--- config.mk ---
export PLATFORM = sky130hd
export DESIGN_NAME = url_percent_decoder_core
export DESIGN_NICKNAME = d
export VERILOG_FILES = /design/src/sv/urlpd_pkg.sv /design/src/sv/urlpd_step.sv /design/src/sv/url_percent_decoder_core.sv
export SDC_FILE = /design/constraint.sdc
export NUM_CORES = 1
export LEC_CHECK = 0
export BUFFER_PORTS_ARGS = -buffer_cell sky130_fd_sc_hd__clkbuf_2
export CAP_MARGIN = 15
export CORE_UTILIZATION = 40
export CTS_CLUSTER_DIAMETER = 120
export DETAILED_ROUTE_END_ITERATION = 10
export SLEW_MARGIN = 20
export SYNTH_ARGS = -nofsm -noshare
export SYNTH_HDL_FRONTEND = slang
export SYNTH_SLANG_ARGS = --single-unit
--- constraint.sdc ---
create_clock -name clk_i -period 3.2 [get_ports clk_i]
set_input_delay 0.8 -clock clk_i [delete_from_list [all_inputs] [get_ports clk_i]]
set_output_delay 0.8 -clock clk_i [all_outputs]
set_load 0.01 [all_outputs]
--- src/sv/urlpd_pkg.sv ---
// Package for the URL percent decoder: word types, phase and status codes,
// and the hex digit lookup. No dependencies.
package urlpd_pkg;

  // Phase codes of the decoder state.
  localparam logic [1:0] PH_PASS    = 2'd0;
  localparam logic [1:0] PH_PERCENT = 2'd1;
  localparam logic [1:0] PH_FIRST   = 2'd2;
  localparam logic [1:0] PH_DISCARD = 2'd3;

  // Status codes carried on the result word.
  localparam logic [1:0] ST_OK        = 2'd0;
  localparam logic [1:0] ST_INVALID   = 2'd1;
  localparam logic [1:0] ST_TOO_SHORT = 2'd2;

  // Characters that the decoder recognizes.
  localparam logic [7:0] CH_PERCENT = 8'h25;
  localparam logic [7:0] CH_ZERO    = 8'h30;
  localparam logic [7:0] CH_NINE    = 8'h39;
  localparam logic [7:0] CH_UPPER_A = 8'h41;
  localparam logic [7:0] CH_UPPER_F = 8'h46;
  localparam logic [3:0] HEX_TEN    = 4'd10;

  // One input word: a byte of the encoded string.
  typedef struct packed {
    logic [7:0] in_byte;
    logic       in_last;
  } in_t;

  // One result word.
  typedef struct packed {
    logic       has_byte;
    logic [7:0] out_byte;
    logic [1:0] status;
    logic       end_of_string;
  } out_t;

  // Outcome of one decode step.
  typedef struct packed {
    logic       has_res;
    out_t       res;
    logic [1:0] phase;
    logic [7:0] held;
    logic [1:0] kept;
  } step_t;

  // Hex digit value in bits 3:0; bit 4 set when the byte is not a digit.
  function automatic logic [4:0] hex_value(input logic [7:0] c);
    logic [7:0] diff;
    diff = 8'd0;
    if (c >= CH_ZERO && c <= CH_NINE) begin
      diff = c - CH_ZERO;
      return {1'b0, diff[3:0]};
    end else if (c >= CH_UPPER_A && c <= CH_UPPER_F) begin
      diff = c - CH_UPPER_A;
      return {1'b0, diff[3:0] + HEX_TEN};
    end
    return 5'h10;
  endfunction

endpackage

--- src/sv/urlpd_step.sv ---
// Combinational decode step of the URL percent decoder.
// Depends on urlpd_pkg for the word types, codes and hex lookup.
module urlpd_step (
  input  logic [1:0]     phase_i,
  input  logic [7:0]     held_i,
  input  logic [1:0]     kept_i,
  input  urlpd_pkg::in_t word_i,
  output urlpd_pkg::step_t step_o
);
  import urlpd_pkg::*;

  logic [4:0] hi_val;
  logic [4:0] lo_val;

  assign hi_val = hex_value(held_i);
  assign lo_val = hex_value(word_i.in_byte);

  // Next state and result for the current phase.
  always_comb begin
    step_o       = '0;
    step_o.phase = phase_i;
    step_o.held  = held_i;
    step_o.kept  = kept_i;
    case (phase_i)
      PH_PASS: begin
        if (word_i.in_byte == CH_PERCENT) begin
          if (word_i.in_last) begin
            step_o.has_res          = 1'b1;
            step_o.res.status       = ST_TOO_SHORT;
            step_o.res.end_of_string = 1'b1;
          end else begin
            step_o.phase = PH_PERCENT;
          end
        end else begin
          step_o.has_res           = 1'b1;
          step_o.res.has_byte      = 1'b1;
          step_o.res.out_byte      = word_i.in_byte;
          step_o.res.end_of_string = word_i.in_last;
        end
      end
      PH_PERCENT: begin
        if (word_i.in_last) begin
          step_o.has_res           = 1'b1;
          step_o.res.status        = ST_TOO_SHORT;
          step_o.res.end_of_string = 1'b1;
        end else begin
          step_o.held  = word_i.in_byte;
          step_o.phase = PH_FIRST;
        end
      end
      PH_FIRST: begin
        step_o.held = 8'd0;
        if (!hi_val[4] && !lo_val[4]) begin
          step_o.has_res           = 1'b1;
          step_o.res.has_byte      = 1'b1;
          step_o.res.out_byte      = {hi_val[3:0], lo_val[3:0]};
          step_o.res.end_of_string = word_i.in_last;
          step_o.phase             = PH_PASS;
        end else if (word_i.in_last) begin
          step_o.has_res           = 1'b1;
          step_o.res.status        = ST_INVALID;
          step_o.res.end_of_string = 1'b1;
        end else begin
          step_o.kept  = ST_INVALID;
          step_o.phase = PH_DISCARD;
        end
      end
      default: begin
        if (word_i.in_last) begin
          step_o.has_res           = 1'b1;
          step_o.res.status        = kept_i;
          step_o.res.end_of_string = 1'b1;
        end
      end
    endcase

    // The last byte of a string returns the state to its reset values.
    if (word_i.in_last) begin
      step_o.phase = PH_PASS;
      step_o.held  = 8'd0;
      step_o.kept  = ST_OK;
    end
  end

endmodule

--- src/sv/url_percent_decoder_core.sv ---
// URL percent decoder: one input word per cycle, zero or one result word.
// A result is registered in the output register, or in the skid entry when the
// output is stalled. Input stalls while the skid entry is full; the step logic
// is combinational, and a two-entry output buffer absorbs output stalls.
// Reset: asynchronous, active low; clears phase, held digit, error and buffers.
// Depends on urlpd_pkg and urlpd_step.
module url_percent_decoder_core (
  input  logic            clk_i,
  input  logic            rst_ni,
  input  logic            in_valid_i,
  output logic            in_stall_o,
  input  urlpd_pkg::in_t  in_word_i,
  output logic            out_valid_o,
  input  logic            out_stall_i,
  output urlpd_pkg::out_t out_word_o
);
  import urlpd_pkg::*;

  logic [1:0] phase_q, phase_d;
  logic [7:0] held_q, held_d;
  logic [1:0] kept_q, kept_d;
  logic       main_valid_q, main_valid_d;
  out_t       main_q, main_d;
  logic       skid_valid_q, skid_valid_d;
  out_t       skid_q, skid_d;
  step_t      step;
  logic       in_fire;
  logic       out_fire;

  // Decode step for the word on the input.
  urlpd_step u_step (
    .phase_i (phase_q),
    .held_i  (held_q),
    .kept_i  (kept_q),
    .word_i  (in_word_i),
    .step_o  (step)
  );

  assign in_stall_o  = skid_valid_q;
  assign in_fire     = in_valid_i && !in_stall_o;
  assign out_valid_o = main_valid_q;
  assign out_word_o  = main_q;
  assign out_fire    = main_valid_q && !out_stall_i;

  // Decoder state advances on each accepted word.
  always_comb begin
    phase_d = phase_q;
    held_d  = held_q;
    kept_d  = kept_q;
    if (in_fire) begin
      phase_d = step.phase;
      held_d  = step.held;
      kept_d  = step.kept;
    end
  end

  // Output register with a skid entry behind it.
  always_comb begin
    main_valid_d = main_valid_q;
    main_d       = main_q;
    skid_valid_d = skid_valid_q;
    skid_d       = skid_q;
    if (skid_valid_q) begin
      if (out_fire) begin
        main_d       = skid_q;
        skid_valid_d = 1'b0;
      end
    end else if (in_fire && step.has_res) begin
      if (!main_valid_q || out_fire) begin
        main_d       = step.res;
        main_valid_d = 1'b1;
      end else begin
        skid_d       = step.res;
        skid_valid_d = 1'b1;
      end
    end else if (out_fire) begin
      main_valid_d = 1'b0;
    end
  end

  always_ff @(posedge clk_i or negedge rst_ni) begin
    if (!rst_ni) begin
      phase_q      <= PH_PASS;
      held_q       <= 8'd0;
      kept_q       <= ST_OK;
      main_valid_q <= 1'b0;
      skid_valid_q <= 1'b0;
    end else begin
      phase_q      <= phase_d;
      held_q       <= held_d;
      kept_q       <= kept_d;
      main_valid_q <= main_valid_d;
      skid_valid_q <= skid_valid_d;
    end
  end

  always_ff @(posedge clk_i) begin
    main_q <= main_d;
    skid_q <= skid_d;
  end

  // The skid entry is only filled behind a waiting output word.
  a_skid_behind_main: assert property (@(posedge clk_i) disable iff (!rst_ni)
    skid_valid_q |-> main_valid_q)
    else $error("skid entry valid while output register empty");

  // The last byte of a string returns the decoder to pass-through.
  a_last_resets: assert property (@(posedge clk_i) disable iff (!rst_ni)
    (in_fire && in_word_i.in_last) |=> (phase_q == PH_PASS && kept_q == ST_OK))
    else $error("decoder state not cleared after last byte");

  // A kept error only exists while discarding the rest of a string.
  a_kept_in_discard: assert property (@(posedge clk_i) disable iff (!rst_ni)
    (kept_q != ST_OK) |-> (phase_q == PH_DISCARD))
    else $error("kept error outside discard phase");

  // An error status appears only on an end marker without a byte.
  a_error_on_marker: assert property (@(posedge clk_i) disable iff (!rst_ni)
    (out_valid_o && out_word_o.status != ST_OK)
      |-> (out_word_o.end_of_string && !out_word_o.has_byte))
    else $error("error status on a non-marker word");

endmodule
==> results of run 1 <==
## metrics by stage
stage                     total power, mW  setup slack [ps]  hold slack, ps  area [um2]
after floorplan                      1.47               295             464        2130
after global placement               1.73               415             481        2370
after detailed placement             1.74               362             492        2370
after CTS                            2.07               663             411        2450
after global routing                 2.22               408             418        2450
final                                2.05               664             399        2450
## registers in the layout, summed over array words and instances, names as in the netlist
register and count:
skid_q 12, held_q 8, phase_q 2, out_word_o 12, out_valid_o 1, kept_q 1, in_stall_o 1
## critical path, stage by stage
cell and delay (ps):
clkbuf_2 150, inv_1 80, ha_1 200, or3b_1 180
nand4_1 180, a221oi_1 370, o21ai_1 170, a21boi_1 170
buf_4 220
## cell families (layout without fill, tap and decap cells)
kind of cell	Yosys count	in the layout	synth area share [%]
simple gates	58	58	15.4
flops	37	37	49.0
mux	10	10	5.16
buf+inv	18	51	3.17
fa+ha+maj	11	11	6.45
compound gates	61	61	20.5
xor+xnor	1	1	0.410
## power groups by stage
| stage | sequential, mW | clock [mW] | combinational [mW] |
|---|---|---|---|
| final | 0.898 | 0.325 | 0.831 |
| after detailed placement | 0.911 | 0 | 0.828 |
| after global placement | 0.909 | 0 | 0.820 |
| after floorplan | 0.902 | 0 | 0.564 |
| after global routing | 0.932 | 0.347 | 0.943 |
| after CTS | 0.902 | 0.331 | 0.838 |
## worst min path at each step
stage | from | end | slack (ps) | depth (start not counted)
final | rst_ni | held_q[6] | 400 | 1
after global routing | rst_ni | held_q[6] | 420 | 1
after CTS | rst_ni | held_q[6] | 410 | 1
after detailed placement | held_q[6] | held_q[6] | 490 | 2
after global placement | held_q[6] | held_q[6] | 480 | 2
after floorplan | held_q[6] | held_q[6] | 460 | 2
## per-layer routing
metal | part of all wire, % | wire length [um]
met5 | 0 | 0
met4 | 1.3 | 55
met3 | 4.1 | 175
met2 | 45 | 1950
met1 | 50 | 2140
## cell type report
class / instances / area [um2]
inverters: 12 / 45.0
fillers: 501 / 2650
clock inverters: 3 / 17.5
flip-flops and latches: 37 / 1050
repair buffers: 31 / 168
well taps: 70 / 87.6
clock buffers: 5 / 68.8
multi-input cells: 141 / 1020
## Yosys cell counts (4+ instances only)
cell type / number
o21ai_0: 18
inv_1: 12
nand2_1: 29
a21oi_1: 10
clkbuf_1: 6
o31ai_1: 4
dfrtp_1: 13
edfxtp_1: 24
mux2_2: 8
ha_1: 11
nor2b_1: 5
nor2_1: 7
==> summary.json, run 1 <==
{
  "clock_sinks": 37,
  "via_density_per_instance": 5.18,
  "post_synthesis_instance_total": 196,
  "post_synth_cell_types": 51,
  "crit_required_ps": 3190,
  "hold_viol": 0,
  "rows": 26,
  "layout.core_utilization_pct": 48.0,
  "cts-root-to-sink-buffers": 2,
  "die_w_um": 75.1,
  "sequentialPowerShare_pct": 43.7,
  "rr_worst_depth": 8,
  "postCtsHoldBufs": 0,
  "fmax_ghz": 0.394,
  "critical_path.max_fanout": 12,
  "netlist.top_cell.by_area": "edfxtp_1",
  "ff2ff_setup_slack_ps": 820,
  "timing_worst_slew_pin_value_ps": 687,
  "pwr-share-clk_pct": 15.8,
  "initial_utilization_pct": 41.8,
  "gp_congestion": 0.842,
  "final_net_count": 252,
  "cts.htree.levels": 2,
  "floorplan.die.height_um": 75.1,
  "synth_flop_type": "edfxtp_1",
  "syn-mean-instance-area_um2": 10.9,
  "cts_root_buf": "clkbuf_8",
  "post_route_cells_drive_above_1_share_pct": 27.9,
  "max-cap-violations": 0,
  "core_area_mm2": 0.00511,
  "drv_slew": 0,
  "grt.met3_usage_pct": 4.15,
  "worst_skew_pair_later_pin_latency_ps": 290,
  "detailedPlacementHpwl_um": 3180,
  "ant_nets": 0,
  "hold_path.class": "primary input to asynchronous set/reset pin",
  "logic_gate_share_of_total_power_pct": 40.5,
  "timing.max_slew.rel_slack_pct": 54.2,
  "vdd.ir_drop.worst_v": 0.000387,
  "rsz_0062_raised_after_global_routing": "false",
  "clock_tree_from_tritoncts": "built",
  "ys.warnings.count": 0,
  "groute.layer.met1.usage_pct": 24.1,
  "place.port_buffers": 26,
  "post_drt_wl_per_cell_um": 14.4,
  "tritoncts.num_buffers": 5,
  "critical_path_arrival_ps": 2530,
  "postCtsSetupBuffers": 0,
  "power_switching_mw": 0.793,
  "grtUsageTotal_pct": 17.2,
  "route.detailed.drc": 0,
  "worst_setup_path_category": "primary input to register",
  "share_of_the_clock_period_used_by_the_worst_path_pct": 79.2,
  "first_pass_iters": 4,
  "finalSetupViolations": 0,
  "pwr_density_cell_mw_per_mm2": 837,
  "worstSetupEndpoint": "out_word_o[6]",
  "antenna_found_initial": 0,
  "yosys_register_bits": 37,
  "routed_wl_um": 4320,
  "netlist.area_leader.share_pct": 33.8,
  "syn_nets": 220,
  "critPathCaptureType": "register",
  "intPower_mw": 1.26,
  "skew_ps": 8.28,
  "die_area_mm2": 0.00563,
  "overflow": 0,
  "drt_first_iter_violations": 61,
  "mappedNetlistArea_mm2": 0.00213,
  "async_reset_ff_share_pct": 35.1,
  "power_switching_share_pct": 38.6,
  "finalNonFillerCells": 299,
  "grt_first_pass_wirelength_um": 7000,
  "power.leakage_nw": 1.03,
  "grt_util_met2_pct": 24.9,
  "ctsResizeCount": 0,
  "antenna_cells_inserted": 0,
  "synth_top_cells_by_area": "edfxtp_1 (34%), dfrtp_1 (15%), ha_1 (6.4%)",
  "setup-tns-final_ps": 0,
  "layout_area_overhead_pct": 14.9,
  "synth_seq_area_share_pct": 49.0,
  "r2r_end": "out_word_o[6]",
  "timing.final.crit_period_ps": 2540,
  "first_global_vias": 1420,
  "timing.rr.start": "held_q[1]",
  "layout_commonest_cell": "nand2_1",
  "crit_path_start": "in_word_i[1]",
  "top_usage_layer": "met2",
  "num_vias": 1548,
  "clkTransAtPathRegs_ps": 80,
  "number_of_primary_i_o_pins": 27,
  "final_cell_mix": "nand2_1 (29), clkbuf_2 (26), edfxtp_1 (24), o21ai_0 (18), dfrtp_1 (13)",
  "place.detailed.instances": 291,
  "outcome": "finished clean",
  "grt_start_max_net_pins": 22,
  "cp-start-kind": "primary input",
  "number_of_synthesized_flops_with_an_enable_pin": 24
}
Power figures use the tool's default switching activity.
==> inputs of run 2 (changes only) <==
clock period = 2.6 ns   (was 3.2 ns; I/O delays follow)
==> summary.json, run 2 (synthesized netlist as in run 1, its figures left out) <==
{
  "outcome": {"value": "finished clean", "change": "unchanged"},
  "first_global_vias": {"value": 1389, "change": "was 1420"},
  "routed_wl": {"value": 4380, "unit": "um", "change": "was 4320 um"},
  "worstPathCellList": {"value": "inv_1 > ha_1 > inv_1 > o311ai_1 > a221oi_1 > o21ai_1 > a21boi_2 > buf_12", "change": "was clkbuf_2 > inv_1 > ha_1 > or3b_1 > nand4_1 > a221oi_1 > o21ai_1 > a21boi_1 > buf_4"},
  "place.port_buffers": {"value": 26, "change": "unchanged"},
  "cp_common_cell": "inv_1",
  "r2r_end": {"value": "out_word_o[6]", "change": "unchanged"},
  "clkTransAtPathRegs": {"value": 80, "unit": "ps", "change": "about the same"},
  "hold_viol": {"value": 0, "change": "unchanged"},
  "hold_path.class": {"value": "primary input to asynchronous set/reset pin", "change": "unchanged"},
  "fmax_ghz": 0.423,
  "cts-root-to-sink-buffers": {"value": 2, "change": "unchanged"},
  "rsz_0062_raised_after_global_routing": {"value": "false", "change": "unchanged"},
  "drt_first_iter_violations": {"value": 78, "change": "was 61"},
  "clock_sinks": {"value": 37, "change": "unchanged"},
  "place.detailed.instances": {"value": 300, "change": "was 291"},
  "power.leakage": {"value": 1.09, "unit": "nW", "change": "was 1.03 nW"},
  "clock_tree_from_tritoncts": {"value": "built", "change": "unchanged"},
  "drv_slew": {"value": 0, "change": "unchanged"},
  "finalSetupViolations": {"value": 0, "change": "unchanged"},
  "ff2ff_setup_slack": {"value": 240, "unit": "ps", "change": "was 820 ps"},
  "final_cell_mix": {"value": "nand2_1 (29), clkbuf_2 (26), edfxtp_1 (24), o21ai_0 (18), dfrtp_1 (13)", "change": "unchanged"},
  "grtUsageTotal": {"value": 16.9, "unit": "%", "change": "was 17.2%"},
  "worst_setup_path_category": {"value": "register to register", "change": "was primary input to register"},
  "tritoncts.num_buffers": {"value": 5, "change": "unchanged"},
  "route.detailed.drc": {"value": 0, "change": "unchanged"},
  "ctsResizeCount": {"value": 0, "change": "unchanged"},
  "rows": {"value": 26, "change": "unchanged"},
  "setup-tns-final": {"value": 0, "unit": "ps", "change": "unchanged"},
  "post_drt_wl_per_cell": {"value": 14.2, "unit": "um", "change": "was 14.4 um"},
  "timing_worst_slew_pin_value": {"value": 553, "unit": "ps", "change": "was 687 ps"},
  "ant_nets": {"value": 0, "change": "unchanged"},
  "postCtsHoldBufs": {"value": 0, "change": "unchanged"},
  "initial_utilization": {"value": 41.8, "unit": "%", "change": "unchanged"},
  "grt_start_max_net_pins": {"value": 21, "change": "was 22"},
  "timing.max_slew.rel_slack": {"value": 62.6, "unit": "%", "change": "was 54.2%"},
  "cpPeakStageDelay": {"value": 520, "unit": "ps", "change": "was 370 ps"},
  "die_area": {"value": 0.00563, "unit": "mm2", "change": "unchanged"},
  "cts.htree.levels": {"value": 2, "change": "unchanged"},
  "final_net_count": {"value": 261, "change": "was 252"},
  "setup_slack_of_the_critical_path_after_layout": {"value": 237, "unit": "ps", "change": "was 664 ps"},
  "gp_congestion": {"value": 0.918, "change": "was 0.842"},
  "timing.rr.start": {"value": "held_q[0]", "change": "was held_q[1]"},
  "vdd.ir_drop.worst": {"value": 0.000547, "unit": "V", "change": "was 0.000387 V"},
  "skew": {"value": 4.80, "unit": "ps", "change": "was 8.28 ps"},
  "post_route_cells_drive_above_1_share": {"value": 31.1, "unit": "%", "change": "was 27.9%"},
  "overflow": {"value": 0, "change": "unchanged"},
  "postCtsSetupBuffers": {"value": 0, "change": "unchanged"},
  "pwr_density_cell": {"value": 1040, "unit": "mW/mm2", "change": "was 837 mW/mm2"},
  "preCtsSetupSlack": {"value": 42.2, "unit": "ps", "change": "was 362 ps"},
  "die_w": {"value": 75.1, "unit": "um", "change": "unchanged"},
  "cts_root_buf": {"value": "clkbuf_8", "change": "unchanged"},
  "grt_first_pass_wirelength": {"value": 6980, "unit": "um", "change": "was 7000 um"},
  "finalNonFillerCells": {"value": 308, "change": "was 299"},
  "cpMaxStageDelayCell": {"value": "o311ai_1", "change": "was a221oi_1"},
  "layout_area_overhead": {"value": 20.7, "unit": "%", "change": "was 14.9%"},
  "cp-start-kind": {"value": "register", "change": "was primary input"},
  "worstSetupEndpoint": {"value": "out_word_o[6]", "change": "unchanged"},
  "n_fill_cell": {"value": 488, "change": "was 501"},
  "rr_worst_depth": {"value": 8, "change": "unchanged"},
  "critPathCaptureType": {"value": "register", "change": "unchanged"},
  "antenna_found_initial": {"value": 0, "change": "unchanged"},
  "antenna_cells_inserted": {"value": 0, "change": "unchanged"},
  "first_pass_iters": {"value": 4, "change": "unchanged"},
  "number_of_primary_i_o_pins": {"value": 27, "change": "unchanged"},
  "core_area": {"value": 0.00511, "unit": "mm2", "change": "unchanged"},
  "worst_skew_pair_later_pin_latency": {"value": 290, "unit": "ps", "change": "about the same"},
  "num_vias": {"value": 1585, "change": "was 1548"},
  "crit_required": {"value": 2660, "unit": "ps", "change": "was 3190 ps"},
  "crit_path_start": {"value": "held_q[0]", "change": "was in_word_i[1]"},
  "floorplan.die.height": {"value": 75.1, "unit": "um", "change": "unchanged"},
  "via_density_per_instance": {"value": 5.15, "change": "was 5.18"},
  "max-cap-violations": {"value": 0, "change": "unchanged"},
  "critical_path_arrival": {"value": 2420, "unit": "ps", "change": "was 2530 ps"},
  "share_of_the_clock_period_used_by_the_worst_path_pct": 90.9,
  "detailedPlacementHpwl": {"value": 3300, "unit": "um", "change": "was 3180 um"},
  "timing.final.crit_period_ps": 2360,
  "critical_path.max_fanout": {"value": 12, "change": "unchanged"},
  "layout_commonest_cell": {"value": "nand2_1", "change": "unchanged"}
}
==> run 2: report_power, final <==
part           internal (mW)  switching (mW)  total (mW)  leakage, nW
sequential             0.916           0.155        1.07        0.394
combinational          0.502           0.623        1.12        0.641
clock                  0.282           0.208       0.491       0.0518
total                   1.70           0.986        2.69         1.09
==> run 2: cell type report <==
| type | instances | area, um2 | share of cell area, % |
|---|---|---|---|
| sequential | 37 | 1050 | 40.6 |
| multi-input combinational | 141 | 1030 | 39.9 |
| clock buffer | 5 | 68.8 | 2.67 |
| timing repair buffer | 40 | 260 | 10.1 |
| tap | 70 | 87.6 | 3.40 |
| clock inverter | 3 | 41.3 | 1.60 |
| inverter | 12 | 45.0 | 1.75 |
==> run 2: worst max-delay path: cells and delay by family (launching register included) <==
kind | cells | cell delay, ps
flip-flops | 1 | 450
AO/OA/AOI/OAI | 4 | 1180
buffers and inverters | 3 | 330
adder cells (fa/ha/maj) | 1 | 170
==> run 2: worst min path at each step <==
stage / cells past startpoint / slack [ps] / endpoint
final: 1 / 260 / in_stall_o
after global routing: 1 / 270 / out_valid_o
after global placement: 2 / 490 / held_q[6]
after CTS: 1 / 260 / kept_q[0]
after floorplan: 0 / 350 / held_q[0]
after detailed placement: 2 / 500 / held_q[6]
==> run 2: through the flow <==
stage,util (%),hold WS [ps],cell area [um2],power (mW)
after global placement,48.3,490,2470,2.19
after floorplan,-,354,2140,1.81
final,50.4,260,2580,2.69
after global routing,50.4,273,2580,2.88
after CTS,50.4,263,2580,2.71
after detailed placement,48.3,499,2470,2.21
==> run 2: routing by layer <==
layer  up-vias  global-route usage [%]  share of wire [%]
met2        38                    24.9                 45
met3         4                    4.42                3.8
met5         -                       0                  0
met4         0                    4.40               0.78
li1        800                       -                  -
met1       743                    24.6                 50
==> inputs of run 3 (changes only) <==
ABC_AREA = 1   (was unset)
CAP_MARGIN = 20   (was 15)
==> summary.json, run 3 <==
{
  "floorplan.die.height": {"value": 75.2, "unit": "um", "change": "was 75.1 um"},
  "mappedNetlistArea": {"value": 0.00214, "unit": "mm2", "change": "was 0.00213 mm2"},
  "fmax": {"value": 0.457, "unit": "GHz", "change": "was 0.423 GHz"},
  "pwr_density_cell": {"value": 995, "unit": "mW/mm2", "change": "was 1040 mW/mm2"},
  "post_route_cells_drive_above_1_share": {"value": 22.6, "unit": "%", "change": "was 31.1%"},
  "finalNonFillerCells": {"value": 349, "change": "was 308"},
  "die_w": {"value": 75.2, "unit": "um", "change": "was 75.1 um"},
  "rsz_0062_raised_after_global_routing": {"value": "false", "change": "unchanged"},
  "share_of_the_clock_period_used_by_the_worst_path": {"value": 84.1, "unit": "%", "change": "was 90.9%"},
  "core_area": {"value": 0.00514, "unit": "mm2", "change": "was 0.00511 mm2"},
  "routed_wl": {"value": 3880, "unit": "um", "change": "was 4380 um"},
  "worst_setup_path_category": {"value": "primary input to register", "change": "was register to register"},
  "finalSetupViolations": {"value": 0, "change": "unchanged"},
  "synth_seq_area_share": {"value": 48.8, "unit": "%", "change": "was 49.0%"},
  "cpPeakStageDelay": {"value": 210, "unit": "ps", "change": "was 520 ps"},
  "overflow": {"value": 0, "change": "unchanged"},
  "skew": {"value": 11.1, "unit": "ps", "change": "was 4.80 ps"},
  "vdd.ir_drop.worst": {"value": 0.000391, "unit": "V", "change": "was 0.000547 V"},
  "synth.most_common_cell": {"value": "nand2_1", "change": "unchanged"},
  "layout_commonest_cell": {"value": "nand2_1", "change": "unchanged"},
  "cts-root-to-sink-buffers": {"value": 2, "change": "unchanged"},
  "die_area": {"value": 0.00566, "unit": "mm2", "change": "was 0.00563 mm2"},
  "worst_path_dominant_cell_family": {"value": "simple AND/OR/NAND/NOR gates", "change": "was compound AO/OA/AOI/OAI gates"},
  "intPower": {"value": 1.46, "unit": "mW", "change": "was 1.70 mW"},
  "cp_common_cell": {"value": "nand2_1", "change": "was inv_1"},
  "tritoncts.num_buffers": {"value": 5, "change": "unchanged"},
  "finalInstanceArea": {"value": 0.00245, "unit": "mm2", "change": "was 0.00258 mm2"},
  "first_global_vias": {"value": 1413, "change": "was 1389"},
  "grt_start_max_net_pins": {"value": 17, "change": "was 21"},
  "post_synthesis_instance_total": {"value": 246, "change": "was 196"},
  "dpl-instance-area": {"value": 0.00236, "unit": "mm2", "change": "was 0.00247 mm2"},
  "clkTransAtPathRegs": {"value": 80, "unit": "ps", "change": "about the same"},
  "ant_nets": {"value": 0, "change": "unchanged"},
  "critical_path.max_fanout": {"value": 12, "change": "unchanged"},
  "finalHoldWorstSlack": {"value": 238, "unit": "ps", "change": "was 260 ps"},
  "grt_first_pass_wirelength": {"value": 6320, "unit": "um", "change": "was 6980 um"},
  "number_of_synthesized_flops_with_an_enable_pin": {"value": 24, "change": "unchanged"},
  "critical_path_arrival": {"value": 2180, "unit": "ps", "change": "was 2420 ps"},
  "rows": {"value": 26, "change": "unchanged"},
  "power_switching": {"value": 0.981, "unit": "mW", "change": "was 0.986 mW"},
  "antenna_found_initial": {"value": 0, "change": "unchanged"},
  "final_cell_mix": {"value": "nand2_1 (77), clkbuf_2 (26), inv_1 (24), edfxtp_1 (24), nand3_1 (22)", "change": "was nand2_1 (29), clkbuf_2 (26), edfxtp_1 (24), o21ai_0 (18), dfrtp_1 (13)"},
  "setup-tns-final": {"value": 0, "unit": "ps", "change": "unchanged"},
  "timing.final.crit_period": {"value": 2190, "unit": "ps", "change": "was 2360 ps"},
  "drt_first_iter_violations": {"value": 35, "change": "was 78"},
  "gp_congestion": {"value": 0.849, "change": "was 0.918"},
  "async_reset_ff_share": {"value": 35.1, "unit": "%", "change": "unchanged"},
  "drv_slew": {"value": 0, "change": "unchanged"},
  "antenna_cells_inserted": {"value": 0, "change": "unchanged"},
  "netlist.area_leader.share": {"value": 33.6, "unit": "%", "change": "was 33.8%"},
  "ys.warnings.count": {"value": 0, "change": "unchanged"},
  "num_vias": {"value": 1604, "change": "was 1585"},
  "hold_path.class": {"value": "primary input to asynchronous set/reset pin", "change": "unchanged"},
  "worst_skew_pair_later_pin_latency": {"value": 290, "unit": "ps", "change": "about the same"},
  "cp-start-kind": {"value": "primary input", "change": "was register"},
  "critPathCaptureType": {"value": "register", "change": "unchanged"},
  "first_pass_iters": {"value": 4, "change": "unchanged"},
  "max-cap-violations": {"value": 0, "change": "unchanged"},
  "clock_sinks": {"value": 37, "change": "unchanged"},
  "post_synth_cell_types": {"value": 27, "change": "was 51"},
  "initial_utilization": {"value": 41.7, "unit": "%", "change": "was 41.8%"},
  "post_drt_wl_per_cell": {"value": 11.1, "unit": "um", "change": "was 14.2 um"},
  "seqCellArea": {"value": 0.00105, "unit": "mm2", "change": "unchanged"},
  "final_net_count": {"value": 302, "change": "was 261"},
  "synth_top_cells_by_area": {"value": "edfxtp_1 (34%), dfrtp_1 (15%), nand2_1 (13%)", "change": "was edfxtp_1 (34%), dfrtp_1 (15%), ha_1 (6.4%)"},
  "clock_tree_from_tritoncts": {"value": "built", "change": "unchanged"},
  "cts_root_buf": {"value": "clkbuf_8", "change": "unchanged"},
  "netlist.top_cell.by_area": {"value": "edfxtp_1", "change": "unchanged"},
  "ctsResizeCount": {"value": 0, "change": "unchanged"},
  "pwr-share-clk": {"value": 16.0, "unit": "%", "change": "was 18.3%"},
  "power.leakage": {"value": 1.19, "unit": "nW", "change": "was 1.09 nW"},
  "postCtsSetupBuffers": {"value": 0, "change": "unchanged"},
  "timing.max_slew.rel_slack": {"value": 62.7, "unit": "%", "change": "was 62.6%"},
  "cpMaxStageDelayCell": {"value": "buf_4", "change": "was o311ai_1"},
  "sequentialPowerShare": {"value": 42.6, "unit": "%", "change": "was 39.9%"},
  "timing_worst_slew_pin_value": {"value": 558, "unit": "ps", "change": "was 553 ps"},
  "multiInputGateArea": {"value": 963, "unit": "um2", "change": "was 0.00103 mm2"},
  "place.port_buffers": {"value": 26, "change": "unchanged"},
  "logic_gate_share_of_total_power": {"value": 41.4, "unit": "%", "change": "was 41.9%"},
  "layout.core_utilization": {"value": 47.6, "unit": "%", "change": "was 50.4%"},
  "crit_required": {"value": 2590, "unit": "ps", "change": "was 2660 ps"},
  "n_fill_cell": {"value": 523, "change": "was 488"},
  "post_synth_most_frequent_cells": {"value": "nand2_1 (77), edfxtp_1 (24), inv_1 (24)", "change": "was nand2_1 (29), edfxtp_1 (24), o21ai_0 (18)"},
  "yosys_register_bits": {"value": 37, "change": "unchanged"},
  "number_of_primary_i_o_pins": {"value": 27, "change": "unchanged"},
  "syn_nets": {"value": 270, "change": "was 220"},
  "hold_viol": {"value": 0, "change": "unchanged"},
  "via_density_per_instance": {"value": 4.60, "change": "was 5.15"},
  "worstPathBufferInverterCount": {"value": 5, "change": "was 3"},
  "detailedPlacementHpwl": {"value": 3070, "unit": "um", "change": "was 3300 um"},
  "cts.htree.levels": {"value": 2, "change": "unchanged"},
  "outcome": {"value": "finished clean", "change": "unchanged"},
  "synth_flop_type": {"value": "edfxtp_1", "change": "unchanged"},
  "place.detailed.instances": {"value": 341, "change": "was 300"},
  "worstPathCellList": {"value": "clkbuf_2 > inv_1 > ha_1 > inv_1 > nand3_1 > nand2_1 > clkinv_1 > nand2_1 > nand2_4 > nand3_4 > nand3_1 > nand2_1 > a21oi_1 > buf_4", "change": "was inv_1 > ha_1 > inv_1 > o311ai_1 > a221oi_1 > o21ai_1 > a21boi_2 > buf_12"},
  "route.detailed.drc": {"value": 0, "change": "unchanged"},
  "layout_area_overhead": {"value": 14.2, "unit": "%", "change": "was 20.7%"},
  "syn-mean-instance-area": {"value": 8.71, "unit": "um2", "change": "was 10.9 um2"},
  "postCtsHoldBufs": {"value": 0, "change": "unchanged"},
  "power_switching_share": {"value": 40.3, "unit": "%", "change": "was 36.7%"},
  "grtUsageTotal": {"value": 15.4, "unit": "%", "change": "was 16.9%"}
}
[run 3: cell types whose count changed after synthesis, sizes merged, moves of 3 or more]
| cell | previous run | this run |
|---|---|---|
| a21boi | 3 | 0 |
| a21o | 3 | 0 |
| a21oi | 11 | 4 |
| buf | 0 | 3 |
| clkbuf | 6 | 1 |
| inv | 12 | 29 |
| mux2 | 8 | 0 |
| nand2 | 29 | 87 |
| nand3 | 2 | 23 |
| nor2 | 7 | 15 |
| nor2b | 5 | 0 |
| o31ai | 4 | 0 |
| xor2 | 0 | 4 |
[run 3: worst paths after layout]
path | startpoint | to | slack, ps | depth (start not counted)
worst max-delay path | in_word_i[2] | out_word_o[4] | 410 | 14
worst min-delay path | rst_ni | out_valid_o | 240 | 1
worst max register to register | held_q[0] | out_word_o[4] | 420 | 11
worst min register to register | kept_q[0] | kept_q[0] | 500 | 1
max in group asynchronous | rst_ni | held_q[1] | 2110 | 1
min in group clk_i | kept_q[0] | kept_q[0] | 500 | 1
[run 3: cell families (layout without fill, tap and decap cells)]
| family | Yosys count | in the layout | synth area share, % |
|---|---|---|---|
| simple gates | 127 | 127 | 26.9 |
| fa+ha+maj | 11 | 11 | 6.42 |
| flops | 37 | 37 | 48.8 |
| xor+xnor | 4 | 4 | 1.63 |
| buf+inv | 34 | 67 | 6.25 |
| compound gates | 33 | 33 | 9.98 |
[run 3: cell type report]
class,count,area share [%]
Tap cell,70,3.58
Clock buffer,5,2.81
Timing Repair Buffer,29,6.23
Clock inverter,3,0.715
Sequential cell,37,42.7
Inverter,30,4.60
Multi-Input combinational cell,175,39.3
[run 3: power groups by stage]
stage	registers (mW)	clock network, mW	logic, mW
final	1.04	0.390	1.01
after global routing	1.07	0.427	1.16
after CTS	1.04	0.404	1.03
after detailed placement	1.05	0	1.02
after global placement	1.04	0	1.02
after floorplan	1.08	0	0.685
[run 3: routing by layer]
layer	up-vias	track usage [%]	routed length (um)
met5	-	0	0
met2	31	24.4	1800
met3	6	4.28	132
met4	0	7.41	63
li1	864	-	-
met1	703	19.4	1880
[run 3: per-stage QoR]
| stage | setup slack, ps | power (mW) |
|---|---|---|
| after floorplan | 13.1 | 1.76 |
| after global placement | 156 | 2.06 |
| after detailed placement | 91.7 | 2.07 |
| after CTS | 386 | 2.47 |
| after global routing | 194 | 2.66 |
| final | 414 | 2.44 |
